==> config.mk <==
export PLATFORM = sky130hd
export DESIGN_NAME = sqroots_isqrt
export DESIGN_NICKNAME = d
export VERILOG_FILES = /design/src/hdl/sqroots_isqrt.sv
export SDC_FILE = /design/constraint.sdc
export NUM_CORES = 2
export LEC_CHECK = 0
export BUFFER_PORTS_ARGS = -buffer_cell sky130_fd_sc_hd__buf_2
export CORE_MARGIN = 5
export CORE_UTILIZATION = 45
export DETAILED_ROUTE_END_ITERATION = 10
export PLACE_DENSITY = 0.66
export SLEW_MARGIN = 20
export SYNTH_ARGS = -nofsm -noshare
export SYNTH_HDL_FRONTEND = slang
export SYNTH_MEMORY_MAX_BITS = 65536
export SYNTH_SLANG_ARGS = --single-unit
==> constraint.sdc <==
create_clock -name clk_i -period 8.5 [get_ports clk_i]
set_input_delay 1.275 -clock clk_i [delete_from_list [all_inputs] [get_ports clk_i]]
set_output_delay 1.275 -clock clk_i [all_outputs]
set_load 0.01 [all_outputs]
==> src/hdl/sqroots_isqrt.sv <==
// Pipelined floor square root, one root bit per stage, with a side tag.
// No package dependencies.
module sqroots_isqrt #(
  parameter int RAD_W = 66,
  parameter int TAG_W = 1
) (
  input  logic                 clk_i,
  input  logic                 rst_ni,
  input  logic                 en_i,
  input  logic                 valid_i,
  input  logic [RAD_W-1:0]     rad_i,
  input  logic [TAG_W-1:0]     tag_i,
  output logic                 valid_o,
  output logic [RAD_W/2-1:0]   root_o,
  output logic [TAG_W-1:0]     tag_o
);

  localparam int ROOT_W = RAD_W / 2;
  localparam int REM_W  = ROOT_W + 2;

  logic                vld_q  [ROOT_W];
  logic [RAD_W-1:0]    rad_q  [ROOT_W];
  logic [REM_W-1:0]    rem_q  [ROOT_W];
  logic [ROOT_W-1:0]   root_q [ROOT_W];
  logic [TAG_W-1:0]    tag_q  [ROOT_W];

  for (genvar k = 0; k < ROOT_W; k++) begin : g_stage
    logic              vld_in;
    logic [RAD_W-1:0]  rad_in;
    logic [REM_W-1:0]  rem_in;
    logic [ROOT_W-1:0] root_in;
    logic [TAG_W-1:0]  tag_in;
    logic [REM_W-1:0]  rem_sh;
    logic [REM_W-1:0]  trial;
    logic              ge;

    if (k == 0) begin : g_first
      assign vld_in  = valid_i;
      assign rad_in  = rad_i;
      assign rem_in  = '0;
      assign root_in = '0;
      assign tag_in  = tag_i;
    end else begin : g_next
      assign vld_in  = vld_q[k-1];
      assign rad_in  = rad_q[k-1];
      assign rem_in  = rem_q[k-1];
      assign root_in = root_q[k-1];
      assign tag_in  = tag_q[k-1];
    end

    // bring down two radicand bits, try (4*root + 1)
    assign rem_sh = {rem_in[REM_W-3:0], rad_in[RAD_W-1 -: 2]};
    assign trial  = {root_in, 2'b01};
    assign ge     = (rem_sh >= trial);

    always_ff @(posedge clk_i or negedge rst_ni) begin
      if (!rst_ni) begin
        vld_q[k] <= 1'b0;
      end else if (en_i) begin
        vld_q[k] <= vld_in;
      end
    end

    always_ff @(posedge clk_i) begin
      if (en_i) begin
        rad_q[k]  <= rad_in << 2;
        rem_q[k]  <= ge ? (rem_sh - trial) : rem_sh;
        root_q[k] <= {root_in[ROOT_W-2:0], ge};
        tag_q[k]  <= tag_in;
      end
    end
  end

  assign valid_o = vld_q[ROOT_W-1];
  assign root_o  = root_q[ROOT_W-1];
  assign tag_o   = tag_q[ROOT_W-1];

endmodule

* Word-level counts from Yosys, hierarchy flattened
Memories as Yosys holds them, arrays and structs flattened. Index checks and enable logic that the tools add are counted.
Operators by class: add/subtract/negate cells 33, $lt $le $gt $ge 33, mux-type cells 35
Operators with widths (number):
- two-way mux 35 bit | 33
- >= comparator 35 bit | 32
- subtractor 35 bit | 32
- subtractor 2 x 1 -> 3 bit, second input constant | 1
- >= comparator 2 x 1 -> 1 bit, second input constant | 1
- two-way mux 1 bit | 2
Word-level totals: register bits after elaboration 33, memory bits (writable) 4389, input bits 71, output and inout bits 35, word-level logic and storage cells 138, memories 4
Memory list:
- rad_q | depth 33, width 64, read ports 32, clocked after memory_dff 0, write ports 33, line 22 | logic [RAD_W-1:0] rad_q [ROOT_W];
- rem_q | depth 33, width 35, read ports 32, clocked after memory_dff 0, write ports 33, line 23 | logic [REM_W-1:0] rem_q [ROOT_W];
- root_q | depth 33, width 33, read ports 33, clocked after memory_dff 0, write ports 33, line 24 | logic [ROOT_W-1:0] root_q [ROOT_W];
- tag_q | depth 33, width 1, read ports 33, clocked after memory_dff 0, write ports 33, line 25 | logic [TAG_W-1:0] tag_q [ROOT_W];

* Longest topological paths before layout
An unclocked memory read counts as a cell.
depth in word-level cells 3, mapped depth 16, mapped depth without buffers 13

* Worst setup path before layout
OpenSTA, ideal clock, no wires.
kind register -> register, from mem rem_q[0][772] (netlist bit), to mem rem_q[0][834] (netlist bit), data pin, setup time 0.254 ns, arrival 3.268 ns, required time 8.246 ns, slack 4.978 ns, cell stages (with the launch flop) 14, buffers on the path 2, clock period less this slack 3.522 ns, cells stage by stage edfxtp_1 ha_1 or3_1 o22ai_1 nor2_1 o41a_1 a221o_1 a31o_2 a21oi_1 and2_1 buf_2 clkbuf_1 nor3_1 a21o_1
RTL lines (line):
- start: declaration | 23

==> results.md <==
- GPL Wtd Cong: 0.885
- Fraction of registers with async set/reset: 1.23%
- Worst setup EP type: flop
- CP Class: flop to flop
- RSZ-0062 raised after global routing: no
- FMAX: 218 MHz
- Internal reg-to-reg setup slack: 3.92 ns
- Final Hold Viols: 0
- Slew headroom: 23.1%
- RR Startpoint: rem_q[0][665]
- #FFs+latches synth: 2690
- Vias in the first global route: 73100
- Die area: 0.285 mm2
- # resized after CTS: 0
- Fin crit period: 4.58 ns
- Setup Buffers After CTS: 0
- CTS H-tree lvls: 5
- R2R depth: 11
- Leak Pwr: 52.7 nW
- Routed wire per std cell: 18.4 um
- Nets@finish: 10400
- Clock slew at reported path FFs: 0.06 ns
- Largest stage delay, worst path: 0.78 ns
- Clock root cell: clkbuf_16
- PwrDens: 280 mW/mm2
- Sequential fraction of the synthesis area: 65.2%
- WL final: 249000 um
- Outcome: complete, no violations
- Num CTS Buffers: 298
- Critical Path Fanout Max: 5
- Tot Pwr: 38.8 mW
- Cells after Synth: 9444
- Slew @ Worst Pin: 1.15 ns
- Initial Utilization: 45.2%
- Ys Warns: 0
- Number of distinct library cells after synthesis: 90
- Worst Hold Path EP: rad_q[0][553]
- IO buf count: 105
- TNS Setup: 0 ns
- Syn Std Cell Area: 0.124 mm2
- Hold Crit Class: flop to flop
- Hold_buf cts: 0
- Initial antenna violation count: 2
- Number of DRC markers in iteration 0: 4972
- RR Endpoint: rem_q[0][726]
- Max IR drop VDD: 0.195 mV
- Kind of cell adding the most delay to the critical path: compound AO/OA/AOI/OAI gates
- # fillers: 23100
- Hold Path Stages: 0
- Area growth syn-to-layout: 12.1%
- I/O pins: 106
- CP bufs+invs: 0
- TritonCTS clock tree: yes
- Vert. Die Dim: 534 um
- Detailed placer's ending HPWL: 178000 um
- Vias: 73200
- Critical Path RT: 9.11 ns
- First-pass GRT wire length: 395000 um
- Final period utilization: 53.9%
- Sequential cell area: 0.0806 mm2
- Slowest CP cell: a311oi_1
- Number of synthesized flops with an enable pin: 2657
- Clk_lat worst skew: 0.89 ns
- Worst path most repeated cell: o21ai_0
- Main synth FF type: edfxtp_1
- Share of cells above drive strength 1: 8.22%
- CP arrival: 5.19 ns
- Final setup fails: 0
- Clock Path Buffers: 4
- Total gr overflow: 0
- HP Start: rad_q[0][487]
- Syn Area/Cell: 13.1 um2
- Critical Path Start Type: flop
- Clock skew: 0.0509 ns
- DR DRC count: 0
- Largest net degree at the start of global routing: 185
- GRT Overall Usage: 17.0%
- Syn_nets: 10100
- Multi-input gate area: 0.0396 mm2
- Slew Limit Fails: 0
- ANT cells: 0
- Num rows: 192
- Worst path cell trace: ha_1 -> nor2b_1 -> o21ai_0 -> a21oi_1 -> o41ai_1 -> o21ai_0 -> a311oi_1 -> o21ai_0 -> a311oi_1 -> nand3_1 -> xnor2_1
- CTS sink count: 2690
- Die extent in x: 534 um
- Max cap viols: 0
- Drt first pass iters: 8
- Core Area: 0.274 mm2
- Post-route ant nets: 0
- Vias per std cell: 5.40
cell usage after synthesis, types with 97 or more instances:
master	number	area [um2]
xor2_1	391	3420
nand3_1	161	806
xnor2_1	437	3830
nand2_1	672	2520
nor2_1	521	1960
o21ai_0	561	2810
mux2_2	116	1310
a21oi_1	570	2850
a21o_1	249	1870
ha_1	595	7440
nand2b_1	125	782
clkbuf_1	159	597
inv_1	743	2790
nor3_1	209	1050
nor4_1	115	719
nor2b_1	101	632
edfxtp_1	2657	79800
nand4_1	97	607
metal layers:
metal	global-route usage (%)	share of wire (%)	routed length [um]
met5	0	0	0
met4	6.50	3.9	9630
met3	1.98	3.7	9170
met2	30.0	50	124000
met1	21.6	43	106000
power by group:
group | internal [mW] | switching (mW) | total (mW)
Sequential | 16.9 | 1.15 | 18.0
Clock | 7.55 | 5.25 | 12.8
Combinational | 3.36 | 4.63 | 8.00
worst reg2reg max path: cells and delay by family (launching register included):
kind            cells  cell delay (ns)
compound gates      7             3.03
simple gates        2             0.36
fa+ha+maj           1             0.37
flops               1             0.41
xor+xnor            1             0.16
final cells by class:
cell class                 count  area share (%)
clock buffer                 355            5.62
timing repair buffer         175           0.869
inverter                     744            2.02
sequential                  2690            58.2
multi-input combinational   5824            28.6
tap                         3589            3.24
clock inverter               183            1.45
kinds of logic after synthesis:
| group | after synthesis | synth area share (%) |
|---|---|---|
| AND/OR/NAND/NOR | 2333 | 9.23 |
| other | 1 | 0.00303 |
| buffers and inverters | 930 | 2.85 |
| XOR/XNOR | 828 | 5.87 |
| adder cells (fa/ha/maj) | 595 | 6.02 |
| AO/OA/AOI/OAI | 1943 | 9.68 |
| flip-flops | 2690 | 65.2 |
| multiplexers | 124 | 1.12 |
flip-flops by register name (all words and copies together) (netlist names):
signal,cells
root_q,561
rad_q,1056
valid_o,1
rem_q,1007
tag_q,33
g_stage.vld_in,32
through the flow:
step / hold WS [ns] / worst slack [ns] / utilization [%] / cell area [um2] / cells
CTS: 0.384 / 4.05 / 50.6 / 139000 / 13600
detailed placement: 0.405 / 4.12 / 47.0 / 129000 / 13000
finish: 0.383 / 3.92 / 50.6 / 139000 / 13600
global placement: 0.400 / 4.18 / 47.0 / 129000 / 13000
global route: 0.395 / 3.77 / 50.6 / 139000 / 13600
floorplan: 0.400 / 4.98 / - / 124000 / 9444
layout by cell type (no fill, tap or decap), types with 36 or more instances in the layout:
master,Yosys,layout
a21o_1,249,249
nor4_1,115,111
inv_1,743,743
o21ai_0,561,561
and3_1,54,54
nor2_1,521,520
nand3_1,161,161
nor2b_1,101,100
a211oi_1,38,37
clkbuf_16,0,303
xor2_1,391,391
o211ai_1,36,36
ha_1,595,595
xnor2_1,437,437
a21oi_1,570,569
mux2_2,116,116
edfxtp_1,2657,2657
a31oi_1,62,59
clkbuf_1,159,51
buf_4,1,59
or4_1,57,57
o21bai_1,56,56
or3_1,73,73
nor3_1,209,208
clkinv_1,1,52
buf_2,7,104
nand2b_1,125,125
nand2_1,672,672
o31ai_1,51,51
o21a_1,90,90
or2_2,36,36
clkinv_2,0,57
nand4_1,97,97
worst max-delay path by stage:
stage	to	cells past startpoint	from
after floorplan	rem_q[0][834]	13	rem_q[0][772]
after global placement	rem_q[0][730]	11	rem_q[0][665]
after detailed placement	rem_q[0][726]	11	rem_q[0][665]
after CTS	rem_q[0][726]	11	rem_q[0][665]
after global routing	rem_q[0][726]	11	rem_q[0][665]
final	rem_q[0][726]	11	rem_q[0][665]
Note: power is estimated with default switching activity, not from simulation.
